File: config.mk
export PLATFORM = sky130hd
export DESIGN_NAME = sha1_base64_digest
export DESIGN_NICKNAME = d
export VERILOG_FILES = /design/src/design/sb64_pkg.sv /design/src/design/sb64_round.sv /design/src/design/sha1_base64_digest.sv
export SDC_FILE = /design/constraint.sdc
export NUM_CORES = 2
export LEC_CHECK = 0
export ABC_AREA = 1
export BUFFER_PORTS_ARGS = -buffer_cell sky130_fd_sc_hd__buf_4
export CAP_MARGIN = 10
export CORE_MARGIN = 3
export CORE_UTILIZATION = 30
export DETAILED_ROUTE_END_ITERATION = 10
export GPL_ROUTABILITY_DRIVEN = 0
export MAX_ROUTING_LAYER = met4
export PLACE_DENSITY_LB_ADDON = 0.12
export SKIP_LAST_GASP = 1
export SLEW_MARGIN = 25
export SYNTH_ARGS = -nofsm -noshare
export SYNTH_HDL_FRONTEND = slang
export SYNTH_SLANG_ARGS = --single-unit
File: constraint.sdc
create_clock -name clk -period 7.1 [get_ports clk]
set_input_delay 0.71 -clock clk [delete_from_list [all_inputs] [get_ports clk]]
set_output_delay 0.71 -clock clk [all_outputs]
set_load 0.03 [all_outputs]
File: src/design/sb64_pkg.sv
// Shared constants, types and functions for the SHA-1 base64 digest block.
`timescale 1ns / 1ps
package sb64_pkg;
  localparam int unsigned BlockBytes = 64;
  localparam int unsigned NumChars   = 28;
  localparam int unsigned LenBits    = 61;

  localparam logic [31:0] H0 = 32'h67452301;
  localparam logic [31:0] H1 = 32'hEFCDAB89;
  localparam logic [31:0] H2 = 32'h98BADCFE;
  localparam logic [31:0] H3 = 32'h10325476;
  localparam logic [31:0] H4 = 32'hC3D2E1F0;
  localparam logic [31:0] K0 = 32'h5A827999;
  localparam logic [31:0] K1 = 32'h6ED9EBA1;
  localparam logic [31:0] K2 = 32'h8F1BBCDC;
  localparam logic [31:0] K3 = 32'hCA62C1D6;
  localparam logic [7:0]  PadByte = 8'h80;
  localparam logic [6:0]  PadChar = 7'h3D;

  // round unit request
  typedef struct packed {
    logic start;
  } rnd_req_t;

  typedef struct packed {
    logic busy;
    logic done;
  } rnd_sts_t;

  function automatic logic [6:0] b64_char(input logic [5:0] v);
    logic [6:0] c;
    begin
      if (v < 6'd26) c = 7'(7'd65 + 7'(v));
      else if (v < 6'd52) c = 7'(7'd71 + 7'(v));
      else if (v < 6'd62) c = 7'(7'(v) - 7'd4);
      else if (v == 6'd62) c = 7'h2B;
      else c = 7'h2F;
      return c;
    end
  endfunction
endpackage

File: src/design/sb64_round.sv
// SHA-1 compression: one round per cycle for 80 rounds, chain update at end.
`timescale 1ns / 1ps
module sb64_round (
  input  logic                 clk,
  input  logic                 rst_n,
  input  sb64_pkg::rnd_req_t   req,
  input  logic                 clr_chain,
  input  logic                 wr_en,
  input  logic [3:0]           wr_idx,
  input  logic [31:0]          wr_data,
  output sb64_pkg::rnd_sts_t   sts,
  output logic [159:0]         chain
);
  logic [31:0] h_r [5];
  logic [31:0] a_r, b_r, c_r, d_r, e_r;
  logic [31:0] w_r [16];
  logic [6:0]  rnd_r;
  logic        busy_r, fin_r;
  logic [3:0]  s;
  logic [31:0] wx, wn, f, k, t;

  assign s  = rnd_r[3:0];
  assign wx = w_r[4'(s + 4'd13)] ^ w_r[4'(s + 4'd8)] ^ w_r[4'(s + 4'd2)] ^ w_r[s];

  always_comb begin
    wn = (rnd_r >= 7'd16) ? {wx[30:0], wx[31]} : w_r[s];
    if (rnd_r < 7'd20) begin
      f = (b_r & c_r) | (~b_r & d_r); k = sb64_pkg::K0;
    end else if (rnd_r < 7'd40) begin
      f = b_r ^ c_r ^ d_r; k = sb64_pkg::K1;
    end else if (rnd_r < 7'd60) begin
      f = (b_r & c_r) | (b_r & d_r) | (c_r & d_r); k = sb64_pkg::K2;
    end else begin
      f = b_r ^ c_r ^ d_r; k = sb64_pkg::K3;
    end
    t = {a_r[26:0], a_r[31:27]} + f + e_r + k + wn;
  end

  always_ff @(posedge clk) begin
    if (wr_en) w_r[wr_idx] <= wr_data;
    else if (busy_r) w_r[s] <= wn;
    if (req.start) begin
      a_r <= h_r[0]; b_r <= h_r[1]; c_r <= h_r[2]; d_r <= h_r[3]; e_r <= h_r[4];
    end else if (busy_r) begin
      e_r <= d_r; d_r <= c_r; c_r <= {b_r[1:0], b_r[31:2]}; b_r <= a_r; a_r <= t;
    end
  end

  always_ff @(posedge clk) begin
    if (!rst_n) begin
      busy_r <= 1'b0; fin_r <= 1'b0; rnd_r <= '0;
      h_r[0] <= sb64_pkg::H0; h_r[1] <= sb64_pkg::H1; h_r[2] <= sb64_pkg::H2;
      h_r[3] <= sb64_pkg::H3; h_r[4] <= sb64_pkg::H4;
    end else begin
      fin_r <= 1'b0;
      if (clr_chain) begin
        h_r[0] <= sb64_pkg::H0; h_r[1] <= sb64_pkg::H1; h_r[2] <= sb64_pkg::H2;
        h_r[3] <= sb64_pkg::H3; h_r[4] <= sb64_pkg::H4;
      end else if (fin_r) begin
        h_r[0] <= h_r[0] + a_r; h_r[1] <= h_r[1] + b_r; h_r[2] <= h_r[2] + c_r;
        h_r[3] <= h_r[3] + d_r; h_r[4] <= h_r[4] + e_r;
      end
      if (req.start) begin
        busy_r <= 1'b1; rnd_r <= '0;
      end else if (busy_r) begin
        rnd_r <= 7'(rnd_r + 7'd1);
        if (rnd_r == 7'd79) begin
          busy_r <= 1'b0; fin_r <= 1'b1;
        end
      end
    end
  end

  assign sts.busy = busy_r | fin_r;
  assign sts.done = fin_r;
  assign chain = {h_r[0], h_r[1], h_r[2], h_r[3], h_r[4]};
endmodule

File: src/design/sha1_base64_digest.sv
// Top level: byte intake, padding sequencer and base64 output.
`timescale 1ns / 1ps
// SHA-1 digest of a byte stream, returned as 28 base64 characters.
// Input channel: in_valid/in_stall with in_data_byte and in_last_byte, one
// message byte per beat; in_last_byte marks the final byte.
// Output channel: out_valid/out_stall with out_b64_char and out_last_char;
// 28 beats per message, the last one '=' with out_last_char high.
// A byte that does not close a block is taken in the cycle it is offered. A byte
// that fills a block holds in_stall while the shared round unit runs 80 rounds,
// one per cycle, and then updates the chaining words. After the last byte,
// padding adds one byte per cycle while the round unit is idle, plus one or two
// more compressions, then 28 characters stream out, one per cycle while
// out_stall is low, followed by a state that restores the chaining words.
// Sustained rate is set by the single round unit: no byte is taken while it
// compresses a block.
// A stalled output holds its character; no new byte is taken until the whole
// digest has been delivered. Reset (rst_n low, synchronous) restores the
// initial chaining words and clears the byte count and fill.
module sha1_base64_digest (
  input  logic       clk,
  input  logic       rst_n,
  input  logic       in_valid,
  output logic       in_stall,
  input  logic [7:0] in_data_byte,
  input  logic       in_last_byte,
  output logic       out_valid,
  input  logic       out_stall,
  output logic [6:0] out_b64_char,
  output logic       out_last_char
);
  typedef enum logic [5:0] {
    S_IDLE = 6'b000001, S_HASH = 6'b000010, S_PAD = 6'b000100,
    S_PHASH = 6'b001000, S_OUT = 6'b010000, S_CLR = 6'b100000
  } st_t;

  st_t st_r, st_nxt;
  logic [5:0]  fill_r;
  logic [60:0] len_r;
  logic [31:0] word_r;
  logic        pad_r, lastblk_r, tail_r, end_r;
  logic [4:0]  cnt_r;
  logic [167:0] dig_r;
  sb64_pkg::rnd_req_t req;
  sb64_pkg::rnd_sts_t sts;
  logic [159:0] chain;
  logic        wr_en, put, acc;
  logic [7:0]  pbyte;
  logic [31:0] wnew;
  logic [63:0] bits;

  sb64_round u_round (.clk(clk), .rst_n(rst_n), .req(req), .clr_chain(st_r == S_CLR),
    .wr_en(wr_en), .wr_idx(fill_r[5:2]), .wr_data(wnew), .sts(sts), .chain(chain));

  assign acc = (st_r == S_IDLE) && in_valid;
  assign in_stall = (st_r != S_IDLE);
  assign bits = {len_r, 3'b000};

  always_comb begin
    pbyte = 8'h00;
    if (!pad_r) pbyte = sb64_pkg::PadByte;
    else if (tail_r) pbyte = bits[6'(6'd63 - {fill_r[2:0], 3'b000}) -: 8];
  end

  assign put = acc || (st_r == S_PAD && !sts.busy);
  always_comb begin
    wnew = (fill_r[1:0] == 2'd0) ? 32'd0 : word_r;
    wnew[5'(5'd31 - {fill_r[1:0], 3'b000}) -: 8] = acc ? in_data_byte : pbyte;
  end
  assign wr_en = put;
  assign req.start = put && (fill_r == 6'd63);

  always_comb begin
    st_nxt = st_r;
    unique case (st_r)
      S_IDLE: if (in_valid)
        st_nxt = (fill_r == 6'd63) ? S_HASH : (in_last_byte ? S_PAD : S_IDLE);
      S_HASH: if (sts.done) st_nxt = end_r ? S_PAD : S_IDLE;
      S_PAD:  if (!sts.busy && fill_r == 6'd63) st_nxt = S_PHASH;
      // wait for the chain update before taking the digest
      S_PHASH: if (!sts.busy) st_nxt = lastblk_r ? S_OUT : S_PAD;
      S_OUT:  if (!out_stall && cnt_r == 5'd27) st_nxt = S_CLR;
      S_CLR:  st_nxt = S_IDLE;
      default: st_nxt = S_IDLE;
    endcase
  end

  always_ff @(posedge clk) begin
    if (put) word_r <= wnew;
    if (st_r == S_PHASH && !sts.busy) dig_r <= {chain, 8'h00};
    else if (st_r == S_OUT && !out_stall) dig_r <= {dig_r[161:0], 6'd0};
  end

  always_ff @(posedge clk) begin
    if (!rst_n) begin
      st_r <= S_IDLE; fill_r <= '0; len_r <= '0; pad_r <= 1'b0;
      lastblk_r <= 1'b0; tail_r <= 1'b0; end_r <= 1'b0; cnt_r <= '0;
    end else begin
      st_r <= st_nxt;
      if (acc) len_r <= 61'(len_r + 61'd1);
      if (put) begin
        fill_r <= 6'(fill_r + 6'd1);
        if (!acc) begin
          if (!pad_r) pad_r <= 1'b1;
          // length goes in the last 8 bytes of the block where it fits
          if (!pad_r ? (fill_r < 6'd56) : 1'b1) begin
            if (6'(fill_r + 6'd1) == 6'd56 && !(!pad_r && fill_r == 6'd55 && 1'b0))
              tail_r <= 1'b1;
          end
          if (fill_r == 6'd63 && tail_r) lastblk_r <= 1'b1;
        end
      end
      if (acc && in_last_byte) begin
        pad_r <= 1'b0; tail_r <= 1'b0; lastblk_r <= 1'b0; end_r <= 1'b1;
      end
      if (st_r == S_OUT && !out_stall) cnt_r <= 5'(cnt_r + 5'd1);
      if (st_r == S_CLR) begin
        len_r <= '0; fill_r <= '0; cnt_r <= '0; pad_r <= 1'b0;
        tail_r <= 1'b0; lastblk_r <= 1'b0; end_r <= 1'b0;
      end
    end
  end

  assign out_valid = (st_r == S_OUT);
  assign out_last_char = (cnt_r == 5'd27);
  assign out_b64_char = out_last_char ? sb64_pkg::PadChar
                                      : sb64_pkg::b64_char(dig_r[167:162]);
endmodule
==> results.json <==
{
  "run_status": "completed",
  "hold_buffers": 0,
  "p_int_uw": 14800,
  "synth_top_flop_cell": "sky130_fd_sc_hd__edfxtp_1",
  "dpl.cell_count": 12300,
  "drv.max_cap_violation_count": 0,
  "power.switching_uw": 8540,
  "port-buffer-count": 22,
  "grt_first_pass_wirelength_um": 437000,
  "first_global_vias": 62600,
  "sequentialPowerShare": 0.368,
  "power.density_cell_area_mw_per_mm2": 279,
  "layout.cells.most_common": "sky130_fd_sc_hd__nand2_1",
  "crit_path_end_kind": "flop",
  "instances_no_fill": 12500,
  "max-clock-path-buffers": 3,
  "required_ns": 7.64,
  "hold_viol": 0,
  "synthDistinctLibCells": 67,
  "power_switching_share": 0.366,
  "grt.overflow.total": 0,
  "clockRootBuffer": "sky130_fd_sc_hd__clkbuf_16",
  "comb_power_share": 0.311,
  "htree_num_levels": 4,
  "maxSlewViolCount": 0,
  "clkLatencyLatePin_ns": 0.84,
  "async_reset_ff_frac": 0,
  "yosys.area.top_type": "sky130_fd_sc_hd__edfxtp_1",
  "total_of_warnings_raised_by_yosys": 0,
  "power.ir.vdd_worst_mv": 0.256,
  "grt_usage": 0.237,
  "power.share.clock": 0.321,
  "final_nets": 9475,
  "drt-pass1-iter-count": 9,
  "avgRoutedWirePerCell_um": 24.2,
  "viasPerCell": 5.33,
  "hpwl_dp_um": 205000,
  "path_max_fanout": 19,
  "seq_area_frac_synth": 0.439,
  "finalPower_uw": 23400,
  "totalWireLength_um": 303000,
  "worstPathArrival_ns": 7.36,
  "synthesis.area_mm2": 0.0744,
  "fp.dieW_um": 504,
  "setup_viol": 0,
  "pin_count_of_the_biggest_net_entering_global_routing": 249,
  "placement_rows": 182,
  "route.antenna.remaining_nets": 0,
  "cts_inserted_buffers": 146,
  "finalCoreUtilization": 0.339,
  "worst-slew-pin-transition_ns": 1.15,
  "die_h_um": 504,
  "clkTransAtPathRegs_ns": 0.06,
  "maxClockFrequency_mhz": 147,
  "tritoncts_num_sinks": 1119,
  "p_leak_uw": 0.0330,
  "synth_edf_count": 1024,
  "ys_top_cells_by_area": "sky130_fd_sc_hd__edfxtp_1 41%, sky130_fd_sc_hd__nand2_1 11%, sky130_fd_sc_hd__o21ai_0 8.0%",
  "route.vias.total": 66900,
  "drive_above_1_share": 0.0641,
  "area_of_the_core_mm2": 0.246,
  "area_share_of_the_leading_cell_type_in_the_synthesized_netlist": 0.413,
  "final.period_utilization": 0.959,
  "drt_iter0_drc": 6942,
  "critPathLaunchType": "flop",
  "fin_tns_setup_ns": 0,
  "fillers": 25800,
  "io_pins": 23,
  "yosys_register_bits": 1119,
  "initial_core_utilization": 0.302,
  "grt_antenna_before_repair": 3,
  "drc_errors": 0,
  "period_minus_slack_ns": 6.81,
  "most-common-layout-cells": "2154 x sky130_fd_sc_hd__nand2_1, 1184 x sky130_fd_sc_hd__o21ai_0, 1055 x sky130_fd_sc_hd__inv_1",
  "postSynthNetCount": 9598,
  "finalClockSkew_ns": 0.0658,
  "die-area_mm2": 0.254,
  "postSynthAreaPerCell_um2": 8.07,
  "timing_worst_setup_path_type": "reg2reg",
  "syn-instance-count": 9227,
  "slew_headroom": 0.235,
  "area_overhead_vs_synth_pct": 12.3,
  "holdCritPathClass": "in2reg",
  "cts_tree": "done"
}
synth_stat cells, types with 6 or more instances:
cell type / count
sky130_fd_sc_hd__clkbuf_1: 213
sky130_fd_sc_hd__nand2_1: 2159
sky130_fd_sc_hd__fa_1: 124
sky130_fd_sc_hd__a211oi_1: 7
sky130_fd_sc_hd__o221ai_1: 27
sky130_fd_sc_hd__ha_1: 234
sky130_fd_sc_hd__nand2_2: 7
sky130_fd_sc_hd__a21boi_0: 15
sky130_fd_sc_hd__a21oi_1: 734
sky130_fd_sc_hd__nor3b_1: 6
sky130_fd_sc_hd__or2_2: 44
sky130_fd_sc_hd__xor2_1: 98
sky130_fd_sc_hd__a21oi_2: 6
sky130_fd_sc_hd__nand3b_1: 12
sky130_fd_sc_hd__nand3_1: 686
sky130_fd_sc_hd__a21o_1: 18
sky130_fd_sc_hd__o2111ai_1: 8
sky130_fd_sc_hd__nor3_1: 85
sky130_fd_sc_hd__nor2_1: 418
sky130_fd_sc_hd__o21ai_1: 23
sky130_fd_sc_hd__o211ai_1: 279
sky130_fd_sc_hd__buf_2: 191
sky130_fd_sc_hd__inv_1: 1059
sky130_fd_sc_hd__a31oi_1: 44
sky130_fd_sc_hd__buf_1: 52
sky130_fd_sc_hd__nor4_1: 22
sky130_fd_sc_hd__xnor2_1: 65
sky130_fd_sc_hd__dfxtp_1: 95
sky130_fd_sc_hd__a221oi_1: 13
sky130_fd_sc_hd__o21bai_1: 16
sky130_fd_sc_hd__o22ai_1: 40
sky130_fd_sc_hd__inv_2: 10
sky130_fd_sc_hd__nand4_1: 45
sky130_fd_sc_hd__mux2_2: 18
sky130_fd_sc_hd__o21ai_0: 1186
sky130_fd_sc_hd__nor2_2: 12
sky130_fd_sc_hd__o21a_1: 42
sky130_fd_sc_hd__edfxtp_1: 1024
sky130_fd_sc_hd__buf_4: 32
cell families (layout without fill, tap and decap cells):
group	Yosys count	in the layout	share of synthesized area
fa+ha+maj	358	358	0.0727
compound gates	2476	2476	0.184
mux	19	19	0.00286
other cells	0	2	0
simple gates	3525	3525	0.198
xor+xnor	164	164	0.0194
flops	1119	1119	0.439
buf+inv	1566	1559	0.0842
sequential cells by signal, summed over array words and instances, names as in the netlist, named ones only:
register and cells:
lastblk_r 1, u_round.w_r 512, end_r 1, dig_r 160
u_round.e_r 32, u_round.busy_r 1, pad_r 1, fill_r 6
u_round.d_r 32, u_round.c_r 32, tail_r 1, cnt_r 5
word_r 32, u_round.b_r 32, len_r 61, u_round.a_r 32
u_round.h_r 160, u_round.rnd_r 7, u_round.fin_r 1, st_r 6
per-layer routing:
layer  global-route usage  share of wire  up-vias
met5                    -              0        -
met4               0.0743          0.034        0
met3               0.0312          0.066      492
met2                0.361           0.44     2624
met1                0.326           0.46    32400
li1                     -              -    31400
path summary, 6_finish.rpt:
kind,cells past startpoint,endpoint,slack (ns),start
worst max register to register,21,u_round.a_r[30]$_DFFE_PP_,0.29,u_round.rnd_r[4]$_SDFFE_PP0P_
worst min register to register,2,end_r$_SDFFE_PP0P_,0.48,end_r$_SDFFE_PP0P_
worst max-delay path,21,u_round.a_r[30]$_DFFE_PP_,0.29,u_round.rnd_r[4]$_SDFFE_PP0P_
worst min-delay path,2,st_r[0]$_SDFFE_PN1P_,0.18,rst_n
metrics by stage:
stage	instance area (um^2)	setup slack [ns]	hold WS, ns
after detailed placement	78700	0.258	0.470
after global routing	83600	-0.00161	0.147
final	83600	0.288	0.178
after global placement	78700	0.292	0.462
after CTS	83400	0.227	0.0952
after floorplan	74400	0.879	0.443
power groups by stage:
| stage | clock (uW) | sequential [uW] | combinational, uW |
|---|---|---|---|
| 2_1_floorplan | 0 | 8660 | 4380 |
| 5_1_grt | 7910 | 8630 | 8010 |
| 6_report | 7490 | 8590 | 7270 |
| 4_1_cts | 7660 | 8590 | 7230 |
| 3_5_place_dp | 0 | 8730 | 7200 |
| 3_3_place_gp | 0 | 8720 | 7200 |
worst max-delay path, cell delays in order (launching register included):
cell	delay, ns
sky130_fd_sc_hd__dfxtp_1	0.55
sky130_fd_sc_hd__nand4_1	0.35
sky130_fd_sc_hd__nand2_1	0.37
sky130_fd_sc_hd__nor2_1	0.11
sky130_fd_sc_hd__nand2_2	0.14
sky130_fd_sc_hd__nand2_1	0.44
sky130_fd_sc_hd__buf_12	0.35
sky130_fd_sc_hd__o221ai_1	0.83
sky130_fd_sc_hd__fa_1	0.57
sky130_fd_sc_hd__inv_1	0.08
sky130_fd_sc_hd__fa_1	0.41
sky130_fd_sc_hd__inv_1	0.08
sky130_fd_sc_hd__fa_1	0.40
sky130_fd_sc_hd__inv_1	0.07
sky130_fd_sc_hd__ha_1	0.31
sky130_fd_sc_hd__a21o_1	0.21
sky130_fd_sc_hd__a31oi_1	0.29
sky130_fd_sc_hd__o21ai_0	0.14
sky130_fd_sc_hd__a221oi_1	0.40
sky130_fd_sc_hd__nand3_1	0.13
sky130_fd_sc_hd__nand3_1	0.14
sky130_fd_sc_hd__o21ai_0	0.11
area by class of cell:
cell class	instances	area (um^2)	area share
inverters	1074	4070	0.0487
well taps	3312	4140	0.0496
clock buffers	178	3880	0.0464
repair buffers	221	2170	0.0260
diodes	2	5.00	0.0000599
flip-flops and latches	1119	32700	0.391
clock inverters	86	831	0.00994
multi-input cells	6542	35800	0.428
what timing repair did:
item                                    4_1_cts  5_1_grt
setup buffers                                 0        4
endpoints found under the hold margin         0        0
resized for setup                             0       12
endpoints found under the setup margin        0       11
No activity file was read; power rests on OpenSTA's default activity.
